==> config.mk <==
export PLATFORM = sky130hd
export DESIGN_NAME = sorted_priority_fault_queue_flat
export DESIGN_NICKNAME = d
export VERILOG_FILES = /design/src/design/fq_pkg.sv /design/src/design/fq_if.sv /design/src/design/fq_ram.sv /design/src/design/fq_ctrl.sv /design/src/design/fq_dp.sv /design/src/design/sorted_priority_fault_queue.sv /design/src/flat_wrapper.sv
export VERILOG_INCLUDE_DIRS = /design/src /design/src/design
export SDC_FILE = /design/constraint.sdc
export NUM_CORES = 2
export LEC_CHECK = 0
export ABC_AREA = 1
export BUFFER_PORTS_ARGS = -buffer_cell sky130_fd_sc_hd__clkbuf_2
export CORE_MARGIN = 4
export CORE_UTILIZATION = 30
export CTS_CLUSTER_SIZE = 28
export DETAILED_ROUTE_END_ITERATION = 8
export HOLD_SLACK_MARGIN = 0.12
export PLACE_DENSITY = 0.51
export REMOVE_ABC_BUFFERS = 1
export SLEW_MARGIN = 20
export SYNTH_ARGS = -nofsm -noshare
export SYNTH_HDL_FRONTEND = slang
export SYNTH_SLANG_ARGS = --single-unit
==> constraint.sdc <==
create_clock -name clk -period 15.2 [get_ports clk]
set_clock_uncertainty 0.15 [all_clocks]
set_input_delay 2.28 -clock clk [delete_from_list [all_inputs] [get_ports clk]]
set_output_delay 2.28 -clock clk [all_outputs]
set_load 0.05 [all_outputs]
==> src/design/assert_macros.svh <==
// Shared assertion macros
`ifndef ASSERT_MACROS_SVH
`define ASSERT_MACROS_SVH

// Checked outside reset
`define FQ_ASSERT(lbl, prop, msg) \
  lbl: assert property (@(posedge clk) disable iff (rst) prop) else $error(msg);

// Checked at every edge, reset included
`define FQ_ASSERT_ALWAYS(lbl, prop, msg) \
  lbl: assert property (@(posedge clk) prop) else $error(msg);

`endif

==> src/design/fq_pkg.sv <==
package fq_pkg;

  localparam int QUEUE_DEPTH_DEF = 16;

  localparam int ID_W  = 8;
  localparam int CAT_W = 8;
  localparam int PRI_W = 8;
  localparam int REF_W = 32;
  localparam int STAT_W = 2;

  localparam logic OP_INSERT = 1'b0;
  localparam logic OP_REMOVE = 1'b1;

  localparam logic [STAT_W-1:0] STAT_OK     = 2'd0;
  localparam logic [STAT_W-1:0] STAT_REJECT = 2'd1;
  localparam logic [STAT_W-1:0] STAT_EMPTY  = 2'd2;

  typedef struct packed {
    logic [PRI_W-1:0] pri;
    logic [ID_W-1:0]  id;
    logic [CAT_W-1:0] cat;
    logic [REF_W-1:0] hnd;
    logic [REF_W-1:0] par;
  } rec_t;

  localparam int REC_W = $bits(rec_t);

  typedef enum logic [2:0] {
    S_IDLE,
    S_DECODE,
    S_SHIFT,
    S_PLACE,
    S_HEAD,
    S_MOVE,
    S_FINISH
  } fq_state_t;

  typedef enum logic [2:0] {
    RD_NONE,
    RD_LAST,
    RD_BELOW2,
    RD_HEAD,
    RD_NEXT1,
    RD_AHEAD
  } rd_sel_t;

  typedef enum logic [1:0] {
    WR_NONE,
    WR_UP,
    WR_NEW,
    WR_DOWN
  } wr_sel_t;

  typedef enum logic [2:0] {
    IDX_HOLD,
    IDX_COUNT,
    IDX_ONE,
    IDX_DEC,
    IDX_INC
  } idx_op_t;

  typedef struct packed {
    logic              ready;
    logic              load;
    rd_sel_t           rd_sel;
    wr_sel_t           wr_sel;
    idx_op_t           idx_op;
    logic              capture_head;
    logic              set_status;
    logic [STAT_W-1:0] status_val;
    logic              finish;
  } fq_cmd_t;

  typedef struct packed {
    logic in_valid;
    logic op;
    logic full;
    logic empty;
    logic hnd_zero;
    logic greater;
    logic idx_one;
    logic more;
    logic multi;
    logic out_busy;
  } fq_stat_t;

endpackage

==> src/design/fq_if.sv <==
interface fq_in_if;
  import fq_pkg::*;

  logic             valid;
  logic             ready;
  logic             op;
  logic [ID_W-1:0]  fault_num;
  logic [CAT_W-1:0] category;
  logic [PRI_W-1:0] priority_req;
  logic [REF_W-1:0] handler_ref;
  logic [REF_W-1:0] param_ref;

  modport source (
    output valid, op, fault_num, category, priority_req, handler_ref, param_ref,
    input  ready
  );

  modport sink (
    input  valid, op, fault_num, category, priority_req, handler_ref, param_ref,
    output ready
  );
endinterface

interface fq_out_if #(parameter int CNT_W = 5);
  import fq_pkg::*;

  logic              valid;
  logic              ready;
  logic [STAT_W-1:0] status;
  logic [ID_W-1:0]   out_id;
  logic [CAT_W-1:0]  out_category;
  logic [PRI_W-1:0]  out_priority;
  logic [REF_W-1:0]  out_handler;
  logic [REF_W-1:0]  out_param;
  logic [CNT_W-1:0]  count;

  modport source (
    output valid, status, out_id, out_category, out_priority, out_handler, out_param,
           count,
    input  ready
  );

  modport sink (
    input  valid, status, out_id, out_category, out_priority, out_handler, out_param,
           count,
    output ready
  );
endinterface

==> src/design/fq_ram.sv <==
module fq_ram #(
  parameter int WIDTH = 8,
  parameter int DEPTH = 16,
  localparam int AW = (DEPTH > 1) ? $clog2(DEPTH) : 1
) (
  input  logic             clk,
  input  logic             we,
  input  logic [AW-1:0]    waddr,
  input  logic [WIDTH-1:0] wdata,
  input  logic             re,
  input  logic [AW-1:0]    raddr,
  output logic [WIDTH-1:0] rdata
);

  logic [WIDTH-1:0] mem [DEPTH];

  always_ff @(posedge clk) begin
    if (we) begin
      mem[waddr] <= wdata;
    end
    if (re) begin
      rdata <= mem[raddr];
    end
  end

endmodule

==> src/design/fq_ctrl.sv <==
module fq_ctrl (
  input  logic             clk,
  input  logic             rst,
  input  fq_pkg::fq_stat_t stat,
  output fq_pkg::fq_cmd_t  cmd
);
  import fq_pkg::*;

  fq_state_t state;
  fq_state_t state_next;

  always_ff @(posedge clk) begin
    if (rst) begin
      state <= S_IDLE;
    end else begin
      state <= state_next;
    end
  end

  always_comb begin
    state_next = state;
    case (state)
      S_IDLE: begin
        if (stat.in_valid) state_next = S_DECODE;
      end
      S_DECODE: begin
        if (stat.op == OP_INSERT) begin
          if (stat.full || stat.hnd_zero) state_next = S_FINISH;
          else if (stat.empty)            state_next = S_PLACE;
          else                            state_next = S_SHIFT;
        end else begin
          if (stat.empty) state_next = S_FINISH;
          else            state_next = S_HEAD;
        end
      end
      S_SHIFT: begin
        if (!stat.greater)     state_next = S_FINISH;
        else if (stat.idx_one) state_next = S_PLACE;
      end
      S_PLACE: state_next = S_FINISH;
      S_HEAD: begin
        if (stat.multi) state_next = S_MOVE;
        else            state_next = S_FINISH;
      end
      S_MOVE: begin
        if (!stat.more) state_next = S_FINISH;
      end
      S_FINISH: begin
        if (!stat.out_busy) state_next = S_IDLE;
      end
      default: state_next = S_IDLE;
    endcase
  end

  always_comb begin
    cmd.ready        = 1'b0;
    cmd.load         = 1'b0;
    cmd.rd_sel       = RD_NONE;
    cmd.wr_sel       = WR_NONE;
    cmd.idx_op       = IDX_HOLD;
    cmd.capture_head = 1'b0;
    cmd.set_status   = 1'b0;
    cmd.status_val   = STAT_OK;
    cmd.finish       = 1'b0;
    case (state)
      S_IDLE: begin
        cmd.ready = 1'b1;
        cmd.load  = stat.in_valid;
      end
      S_DECODE: begin
        if (stat.op == OP_INSERT) begin
          if (stat.full || stat.hnd_zero) begin
            cmd.set_status = 1'b1;
            cmd.status_val = STAT_REJECT;
          end else begin
            cmd.idx_op = IDX_COUNT;
            if (!stat.empty) cmd.rd_sel = RD_LAST;
          end
        end else begin
          if (stat.empty) begin
            cmd.set_status = 1'b1;
            cmd.status_val = STAT_EMPTY;
          end else begin
            cmd.rd_sel = RD_HEAD;
          end
        end
      end
      S_SHIFT: begin
        if (stat.greater) begin
          cmd.wr_sel = WR_UP;
          cmd.idx_op = IDX_DEC;
          if (!stat.idx_one) cmd.rd_sel = RD_BELOW2;
        end else begin
          cmd.wr_sel = WR_NEW;
        end
      end
      S_PLACE: cmd.wr_sel = WR_NEW;
      S_HEAD: begin
        cmd.capture_head = 1'b1;
        if (stat.multi) begin
          cmd.rd_sel = RD_NEXT1;
          cmd.idx_op = IDX_ONE;
        end
      end
      S_MOVE: begin
        cmd.wr_sel = WR_DOWN;
        if (stat.more) begin
          cmd.rd_sel = RD_AHEAD;
          cmd.idx_op = IDX_INC;
        end
      end
      S_FINISH: cmd.finish = !stat.out_busy;
      default: ;
    endcase
  end

endmodule

==> src/design/fq_dp.sv <==
`include "assert_macros.svh"

module fq_dp #(
  parameter int QUEUE_DEPTH = fq_pkg::QUEUE_DEPTH_DEF,
  localparam int AW = (QUEUE_DEPTH > 1) ? $clog2(QUEUE_DEPTH) : 1,
  localparam int CW = $clog2(QUEUE_DEPTH + 1)
) (
  input  logic             clk,
  input  logic             rst,
  fq_in_if.sink            req,
  fq_out_if.source         rsp,
  input  fq_pkg::fq_cmd_t  cmd,
  output fq_pkg::fq_stat_t stat
);
  import fq_pkg::*;

  rec_t              item;
  logic              item_op;
  rec_t              head;
  logic [STAT_W-1:0] res_status;
  logic [CW-1:0]     count_q;
  logic [CW-1:0]     count_next;
  logic [CW-1:0]     cnt_m1;
  logic [AW-1:0]     idx;

  logic              ram_we;
  logic [AW-1:0]     ram_waddr;
  rec_t              ram_wdata;
  logic              ram_re;
  logic [AW-1:0]     ram_raddr;
  logic [REC_W-1:0]  ram_rdata;
  rec_t              rd_rec;

  assign rd_rec = rec_t'(ram_rdata);
  assign cnt_m1 = count_q - CW'(1);
  assign req.ready = cmd.ready;

  fq_ram #(
    .WIDTH(REC_W),
    .DEPTH(QUEUE_DEPTH)
  ) u_ram (
    .clk  (clk),
    .we   (ram_we),
    .waddr(ram_waddr),
    .wdata(ram_wdata),
    .re   (ram_re),
    .raddr(ram_raddr),
    .rdata(ram_rdata)
  );

  always_comb begin
    ram_re    = (cmd.rd_sel != RD_NONE);
    ram_raddr = '0;
    case (cmd.rd_sel)
      RD_LAST:   ram_raddr = cnt_m1[AW-1:0];
      RD_BELOW2: ram_raddr = idx - AW'(2);
      RD_HEAD:   ram_raddr = '0;
      RD_NEXT1:  ram_raddr = AW'(1);
      RD_AHEAD:  ram_raddr = idx + AW'(1);
      default:   ram_raddr = '0;
    endcase
  end

  always_comb begin
    ram_we    = (cmd.wr_sel != WR_NONE);
    ram_waddr = idx;
    ram_wdata = rd_rec;
    case (cmd.wr_sel)
      WR_UP:   ram_waddr = idx;
      WR_NEW: begin
        ram_waddr = idx;
        ram_wdata = item;
      end
      WR_DOWN: ram_waddr = idx - AW'(1);
      default: ram_waddr = idx;
    endcase
  end

  always_comb begin
    count_next = count_q;
    if (res_status == STAT_OK) begin
      if (item_op == OP_INSERT) count_next = count_q + CW'(1);
      else                      count_next = cnt_m1;
    end
  end

  always_comb begin
    stat.in_valid = req.valid;
    stat.op       = item_op;
    stat.full     = (count_q == CW'(QUEUE_DEPTH));
    stat.empty    = (count_q == '0);
    stat.hnd_zero = (item.hnd == '0);
    stat.greater  = (rd_rec.pri > item.pri);
    stat.idx_one  = (idx == AW'(1));
    stat.more     = ((CW'(idx) + CW'(1)) < count_q);
    stat.multi    = (count_q > CW'(1));
    stat.out_busy = rsp.valid && !rsp.ready;
  end

  always_ff @(posedge clk) begin
    if (cmd.load) begin
      item_op    <= req.op;
      item.pri   <= req.priority_req;
      item.id    <= req.fault_num;
      item.cat   <= req.category;
      item.hnd   <= req.handler_ref;
      item.par   <= req.param_ref;
      head       <= '0;
      res_status <= STAT_OK;
    end else begin
      if (cmd.set_status) res_status <= cmd.status_val;
      if (cmd.capture_head) head <= rd_rec;
    end
    case (cmd.idx_op)
      IDX_COUNT: idx <= count_q[AW-1:0];
      IDX_ONE:   idx <= AW'(1);
      IDX_DEC:   idx <= idx - AW'(1);
      IDX_INC:   idx <= idx + AW'(1);
      default:   idx <= idx;
    endcase
  end

  always_ff @(posedge clk) begin
    if (rst) begin
      count_q   <= '0;
      rsp.valid <= 1'b0;
    end else begin
      if (cmd.finish) begin
        count_q   <= count_next;
        rsp.valid <= 1'b1;
      end else if (rsp.ready) begin
        rsp.valid <= 1'b0;
      end
    end
  end

  always_ff @(posedge clk) begin
    if (cmd.finish) begin
      rsp.status       <= res_status;
      rsp.out_id       <= head.id;
      rsp.out_category <= head.cat;
      rsp.out_priority <= head.pri;
      rsp.out_handler  <= head.hnd;
      rsp.out_param    <= head.par;
      rsp.count        <= count_next;
    end
  end

  `FQ_ASSERT(a_count_range, (count_q <= CW'(QUEUE_DEPTH)), "record count above depth")
  `FQ_ASSERT(a_insert_count, (cmd.finish && item_op == OP_INSERT && res_status == STAT_OK) |=> (count_q == $past(count_q) + CW'(1)), "accepted insert did not add one record")
  `FQ_ASSERT(a_fail_zero, (rsp.valid && rsp.status != STAT_OK) |-> (rsp.out_handler == '0 && rsp.out_id == '0), "failed step returned record data")
  `FQ_ASSERT_ALWAYS(a_rst_idle, rst |=> !rsp.valid, "result valid after reset")

endmodule

==> src/design/sorted_priority_fault_queue.sv <==
// Channel | Dir | Fields
// req     | in  | op, fault_num, category, priority_req, handler_ref, param_ref
// rsp     | out | status, out_id, out_category, out_priority, out_handler, out_param, count
//
// One item at a time; records move through a single record RAM, one per cycle.
// Insert: decode, then one shift step per record moved back, then the new record is placed.
// Remove: decode, head read, then each remaining record moves down; rejected or empty steps end at decode.
// The controller returns to its idle state after each result.
// Synchronous reset empties the queue at once; no clearing pass.
// A new request is taken while the previous result waits in the output register;
// a stalled rsp holds only the final step.
module sorted_priority_fault_queue #(
  parameter int QUEUE_DEPTH = fq_pkg::QUEUE_DEPTH_DEF
) (
  input logic      clk,
  input logic      rst,
  fq_in_if.sink    req,
  fq_out_if.source rsp
);
  import fq_pkg::*;

  fq_cmd_t  cmd;
  fq_stat_t stat;

  fq_ctrl u_ctrl (
    .clk (clk),
    .rst (rst),
    .stat(stat),
    .cmd (cmd)
  );

  fq_dp #(
    .QUEUE_DEPTH(QUEUE_DEPTH)
  ) u_dp (
    .clk (clk),
    .rst (rst),
    .req (req),
    .rsp (rsp),
    .cmd (cmd),
    .stat(stat)
  );

endmodule

==> src/flat_wrapper.sv <==
// flat-port wrapper written by rule: the top's interface ports become plain ports
module sorted_priority_fault_queue_flat import fq_pkg::*;
#(
  parameter int QUEUE_DEPTH = fq_pkg::QUEUE_DEPTH_DEF
)
  (clk, rst, req_valid, req_op, req_fault_num, req_category, req_priority_req, req_handler_ref, req_param_ref, req_ready, rsp_valid, rsp_status, rsp_out_id, rsp_out_category, rsp_out_priority, rsp_out_handler, rsp_out_param, rsp_count, rsp_ready);
  fq_in_if req_i ();
  fq_out_if #(.CNT_W((5))) rsp_i ();
  input logic clk;
  input logic rst;
  input wire logic [$bits(req_i.valid)-1:0] req_valid;
  input wire logic [$bits(req_i.op)-1:0] req_op;
  input wire logic [$bits(req_i.fault_num)-1:0] req_fault_num;
  input wire logic [$bits(req_i.category)-1:0] req_category;
  input wire logic [$bits(req_i.priority_req)-1:0] req_priority_req;
  input wire logic [$bits(req_i.handler_ref)-1:0] req_handler_ref;
  input wire logic [$bits(req_i.param_ref)-1:0] req_param_ref;
  output wire logic [$bits(req_i.ready)-1:0] req_ready;
  output wire logic [$bits(rsp_i.valid)-1:0] rsp_valid;
  output wire logic [$bits(rsp_i.status)-1:0] rsp_status;
  output wire logic [$bits(rsp_i.out_id)-1:0] rsp_out_id;
  output wire logic [$bits(rsp_i.out_category)-1:0] rsp_out_category;
  output wire logic [$bits(rsp_i.out_priority)-1:0] rsp_out_priority;
  output wire logic [$bits(rsp_i.out_handler)-1:0] rsp_out_handler;
  output wire logic [$bits(rsp_i.out_param)-1:0] rsp_out_param;
  output wire logic [$bits(rsp_i.count)-1:0] rsp_count;
  input wire logic [$bits(rsp_i.ready)-1:0] rsp_ready;
  assign req_i.valid = req_valid;
  assign req_i.op = req_op;
  assign req_i.fault_num = req_fault_num;
  assign req_i.category = req_category;
  assign req_i.priority_req = req_priority_req;
  assign req_i.handler_ref = req_handler_ref;
  assign req_i.param_ref = req_param_ref;
  assign req_ready = req_i.ready;
  assign rsp_valid = rsp_i.valid;
  assign rsp_status = rsp_i.status;
  assign rsp_out_id = rsp_i.out_id;
  assign rsp_out_category = rsp_i.out_category;
  assign rsp_out_priority = rsp_i.out_priority;
  assign rsp_out_handler = rsp_i.out_handler;
  assign rsp_out_param = rsp_i.out_param;
  assign rsp_count = rsp_i.count;
  assign rsp_i.ready = rsp_ready;
  sorted_priority_fault_queue #(.QUEUE_DEPTH(QUEUE_DEPTH)) u_core (.clk(clk), .rst(rst), .req(req_i), .rsp(rsp_i));
endmodule
---- Yosys cells after proc, flatten, opt, wreduce, memory -nomap -nowiden ----
Memories as Yosys holds them, arrays and structs flattened. A register that Yosys moved wholly into a read port is not among the register bits.
Index checks and enable logic that the tools add are counted.
Widths: inputs -> output; s select.
storage, ports and cells
  flip-flop bits (word level) ............. 287
  latch bits .............................. 0
  memory bits (writable) .................. 1,408
  bits in read-only memories .............. 0
  input bits .............................. 93
  output and inout port bits .............. 97
  logic and storage cells ................. 113
  memories ................................ 1
memory list
  memory                 depth  bits a word  rd ports  clocked after Yosys merged registers in  wr ports  line          RTL
  u_core.u_dp.u_ram.mem  16     88           1         1                                        1         fq_ram.sv:15  logic [WIDTH-1:0] mem [DEPTH];
cells by class
  add/sub/neg operators ................... 6
  multipliers ............................. 0
  divide/modulo/power cells ............... 0
  $lt $le $gt $ge ......................... 3
  eq/ne operators ......................... 22
  shift-type cells ........................ 0
  muxes and demuxes ....................... 45
  bitwise operators ....................... 0
  reduce and logical (&&, ||, !) cells .... 13
operators with widths
  operator             number
  $mux 88              1
  $mux 3               15
  $logic_not 32->1     1
  $pmux 4 s4           2
  $pmux 3 s4           2
  $pmux 3 s7           1
  $eq 3x3->1 const B   6
  $mux 2               9
  $eq 3x2->1 const B   5
  $mux 1               11
  $mux 5               2
  $eq 3x1->1 const B   3
  $gt 8x8->1           1
  $ne 2x2->1 const B   3
  $pmux 2 s3           1
  $add 4x1->5 const B  1
  $add 5x1->5 const B  1
  $eq 5x5->1 const B   1
  $gt 5x1->1 const B   1
  $logic_not 5->1      1
  $lt 5x5->1           1
  $sub 5x1->5 const B  1
  $add 4x1->4 const B  1
  $eq 2x2->1 const B   2
  other kinds (14)     16

---- Logic depth before layout (Yosys ltp) ----
  word-level depth ........................ 7
  gate-level depth with buffers ........... 22
  depth with buffers taken out ............ 20

---- Cells and area by module ----
A second synthesis with hierarchy kept.
second synthesis, totals
  cells, all modules ...................... 6,753
  area, all modules ....................... 74,097.3 um^2
modules (own cells, without submodules)
  module   times used  cells an instance  area an instance (um^2)  seq. area each (um^2)
  fq_ram   1           5,778              62,583.8                 44,923.1
  fq_dp    1           901                11,120.7                 7,567.3
  fq_ctrl  1           74                 392.9                    60.1

---- Worst setup path before layout ----
No wires, ideal clock.
  kind .................................... input to register
  from .................................... in req_valid
  to ...................................... reg u_core.u_dp.item[0] (netlist bit), enable pin
  setup time .............................. 0.488 ns
  arrival ................................. 5.273 ns
  required time ........................... 14.562 ns
  setup slack ............................. 9.289 ns
  stages .................................. 3
  buffers on the path ..................... 1
  cell sequence ........................... inv_1 -> nor2_1 -> clkbuf_1
RTL lines
  element      line                RTL
  from (decl)  flat_wrapper.sv:11  input wire logic [$bits(req_i.valid)-1:0] req_valid;
  to (decl)    fq_dp.sv:17         rec_t item;

---- Final worst setup path ----
  from .................................... reg u_core.u_dp.item[50] (netlist bit)
  to ...................................... reg u_core.u_dp.u_ram.rdata[76] (read register of u_core.u_dp.u_ram.mem) (data pin)
between the ends
  longest elaborated chain between the ends .. 7
  elaborated cells on any way between the ends .. 11
  classes of those cells .................. eq/ne (4); mux (4); reduce/logical (3)
ends and longest elaborated chain
  element                                   line           RTL
  $logic_not 32->1 (*)                      fq_dp.sv:92    stat.hnd_zero = (item.hnd == '0);
  $logic_or 1x1->1 (*)                      fq_ctrl.sv:72  if (stat.full || stat.hnd_zero) begin
  $mux 1 (*)                                fq_ctrl.sv:72
  $mux 3 (*)                                fq_ctrl.sv:71  if (stat.op == OP_INSERT) begin
  $pmux 3 s4 (*)                            fq_ctrl.sv:65  case (state)
  $eq 3x3->1, or another cell as far along  fq_dp.sv:54    case (cmd.rd_sel)
  $pmux 4 s4                                fq_dp.sv:54
  to (decl)                                 fq_ram.sv:12   output logic [WIDTH-1:0] rdata
Mark *: on every way between the ends. The rest lies on a longest branch, timed or not.
A chain may end at the register's enable or synchronous reset.

==> impl_metrics.ini <==
[die]
die_w_um = 515
ios = 190
fp.dieH_um = 515
std_cell_rows = 186
start_util = 0.301
dieArea_mm2 = 0.266
coreArea_mm2 = 0.256

[job]
maxCapViolations = 0

[place]
gp_congestion = 0.771
hpwl_um = 107000
placed_cell_area_mm2 = 0.0813
port_buffers = 189

[synthesis]
syn_inst = 7071
ys_seq_elements = 1783
yosys.area.top_type = edfxtp_1
synth_top_area_frac = 0.655
ys_types = 36
yosysWarnings = 0
synth.cell_area_mm2 = 0.0772
synth_area_leaders = edfxtp_1 65%, nand3_1 8.1%, inv_1 7.1%
seq_area_frac_synth = 0.680
syn_avg_cell_area_um2 = 10.9

[critical_path]
crit_fanout = 215
crit_chain = nor2_1, nand2_1, nor2_1, nand2_1, o21ai_0, nand2_1, nand2_1, nand2_1, nand4_1, buf_12, nand3_4, buf_4, buf_12, nand2_1, nand3_1, nand3_1, nand3_1, nand2_1
rr_worst_depth = 18
end_kind = register
r2r_end = u_core.u_dp.u_ram.rdata[76]
path_class = reg2reg
cpMostUsedCell = nand2_1
crit_slowest_cell = buf_12
critical_path.max_stage_delay_ns = 0.77
reg2reg_setup_slack_ns = 8.62
worst_ep_required_time_ns = 15.73
reg2reg_from = u_core.u_dp.item[50]
cp.arrival_ns = 7.12
start_kind = register

[layout]
drive_gt1_frac = 0.0925
fill_cells = 25500
syn2layout_area_growth_pct = 13.5
fin_util = 0.342
fin_area_mm2 = 0.0877
final_nets = 7180

[sta]
timing.final.crit_share = 0.433
setup_viol = 0
fmax_ghz = 0.152
relSlewSlack = 0.172
final_hold_viol_count = 0
fin_crit_ns = 6.58
final_max_slew_viol_count = 0
worst_pin_slew_ns = 1.24
rsz0062_at_grt = no

[clocking]
cts_buffers = 197
path_clk_slew_ns = 0.06
cts.root.buffer_cell = clkbuf_16
hold_buffers = 0
h-tree-depth = 4
cts_setup_buffers = 0
cts_buffer_depth = 3
cts_tree = built
cts_resized = 0
clock_sinks = 1783
worstSkewPairLatency_ns = 0.84

[power_and_ir_drop]
powerDensity_mw_per_mm2 = 165
leakagePower_nw = 34.9
vdd_drop_max_mv = 0.128

[hold_path]
hold_end = u_core.u_dp.rsp.out_category[7]
holdPathStages = 0
hp-start = u_core.u_dp.head[71]
hold_path_class = reg2reg

[route]
routedWlPerCell_um = 21.9
drtIter0Drc = 5733
drtAntennaViolNets = 0
num_vias = 52700
via_per_inst = 4.97
wl_um = 233000
drc = 0
first_pass_iters = 6

[global_routing]
antenna_found_initial = 7
grt_overflow = 0
grt_pass1_vias = 50300
grt_max_degree = 216
grt_first_pass_wirelength_um = 342000
grt_usage = 0.171

[status]
status = finished clean
[routing by layer]
layer / global-route usage / part of all wire
met2: 0.265 / 0.45
met5: 0 / 0.000056
met3: 0.0273 / 0.074
met1: 0.246 / 0.45
met4: 0.0489 / 0.026
[critical path, delay by kind of cell (launching register included)]
kind / cells / cell delay (ns)
AOI/OAI and AO/OA: 1 / 0.46
DFF: 1 / 0.50
and+or+nand+nor: 14 / 3.04
buffers and inverters: 3 / 1.86
[synthesized netlist by cell type, drive strengths merged]
cell,n
clkinv,3
xnor2,2
dfxtp,99
o22ai,1
a21oi,102
ha,22
xor2,7
o221ai,1
nand3,1252
clkbuf,176
a211oi,5
nor3,3
o21ai,26
nor2,64
or2,3
buf,310
a21o,2
a31oi,2
o211ai,4
inv,1470
edfxtp,1684
nand4,711
mux2,74
nand2,1045
a22oi,2
a221o,1
[cells by family (layout without fill, tap and decap cells)]
logic type | count (synthesis) | count (layout) | share of synthesized area
mux | 74 | 74 | 0.0108
buf+inv | 1959 | 2119 | 0.100
flops | 1783 | 1783 | 0.680
xor+xnor | 9 | 9 | 0.00102
fa+ha+maj | 22 | 22 | 0.00356
other cells | 0 | 1 | 0
simple gates | 3078 | 3078 | 0.194
compound gates | 146 | 146 | 0.0101
[report_power, final]
group          internal, W  switching [W]  total [W]
Sequential         0.00636       0.000193    0.00656
Clock              0.00275        0.00199    0.00474
Combinational     0.000794        0.00238    0.00317
[sequential cells by signal, summed over array words and instances, names as in the netlist]
register / cells
u_core.u_dp.item: 88
u_core.u_dp.count_q: 5
u_core.u_dp.rsp.out_priority: 8
u_core.u_dp.rsp.out_category: 8
u_core.u_dp.head: 88
u_core.u_dp.rsp.valid: 1
u_core.u_dp.rsp.out_id: 8
u_core.u_dp.rsp.status: 2
u_core.u_ctrl.state: 3
u_core.u_dp.u_ram.rdata: 88
u_core.u_dp.idx: 4
u_core.u_dp.rsp.out_handler: 32
u_core.u_dp.rsp.count: 5
u_core.u_dp.u_ram.mem: 1408
u_core.u_dp.rsp.out_param: 32
u_core.u_dp.item_op: 1
u_core.u_dp.res_status: 2
[metrics by stage]
step | hold WS (ns) | setup TNS, ns | cells | setup WS [ns] | power [W]
floorplan | 0.259 | -2582.69 | 6585 | -29.35 | 0.00890
global placement | 0.266 | 0 | 10200 | 9.13 | 0.00982
detailed placement | 0.265 | 0 | 10300 | 9.07 | 0.00985
CTS | 0.263 | 0 | 10600 | 9.02 | 0.0146
global route | 0.284 | 0 | 10600 | 8.44 | 0.0152
finish | 0.266 | 0 | 10600 | 8.62 | 0.0145
[cell type report]
type	count	area [µm²]	area share
Tap cell	3384	4230	0.0483
Antenna cell	1	2.50	0.0000285
Sequential cell	1783	52600	0.599
Inverter	1473	5560	0.0635
Timing Repair Buffer	281	1860	0.0212
Clock inverter	88	861	0.00982
Clock buffer	277	5500	0.0627
Multi-Input combinational cell	3329	17100	0.195
[worst max-delay path by stage]
stage	startpoint	to	slack, ns	depth (start not counted)
after CTS	u_core.u_dp.item[50]	u_core.u_dp.u_ram.rdata[24]	9.02	18
after global routing	u_core.u_dp.item[50]	u_core.u_dp.u_ram.rdata[13]	8.44	18
after global placement	u_core.u_dp.item[50]	u_core.u_dp.u_ram.rdata[54]	9.13	18
final	u_core.u_dp.item[50]	u_core.u_dp.u_ram.rdata[76]	8.62	18
after floorplan	u_core.u_ctrl.state[1]	u_core.u_dp.u_ram.rdata[0]	-29.35	11
after detailed placement	u_core.u_dp.item[50]	u_core.u_dp.u_ram.rdata[78]	9.07	18
[cells in the final DEF (no fill, tap or decap), types with 4 or more instances in the layout]
cell | synthesis | final
clkinv_4 | 0 | 5
clkinv_2 | 0 | 23
buf_12 | 0 | 18
nor2_1 | 61 | 44
o211ai_1 | 4 | 4
nand2_1 | 1044 | 1042
inv_6 | 0 | 4
clkbuf_8 | 0 | 18
nor2_4 | 0 | 17
buf_4 | 34 | 74
clkbuf_16 | 0 | 201
o21ai_0 | 25 | 25
ha_1 | 22 | 22
nand3_1 | 1252 | 1250
nand4_1 | 710 | 710
a211oi_1 | 5 | 5
clkinv_1 | 3 | 39
bufinv_16 | 0 | 14
edfxtp_1 | 1684 | 1684
inv_1 | 1460 | 1459
clkbuf_2 | 0 | 189
mux2_2 | 74 | 74
xor2_1 | 7 | 7
clkinv_8 | 0 | 5
a21oi_1 | 101 | 101
inv_2 | 10 | 6
dfxtp_1 | 99 | 99
clkbuf_1 | 176 | 58
(Power assumes the default switching activity.)
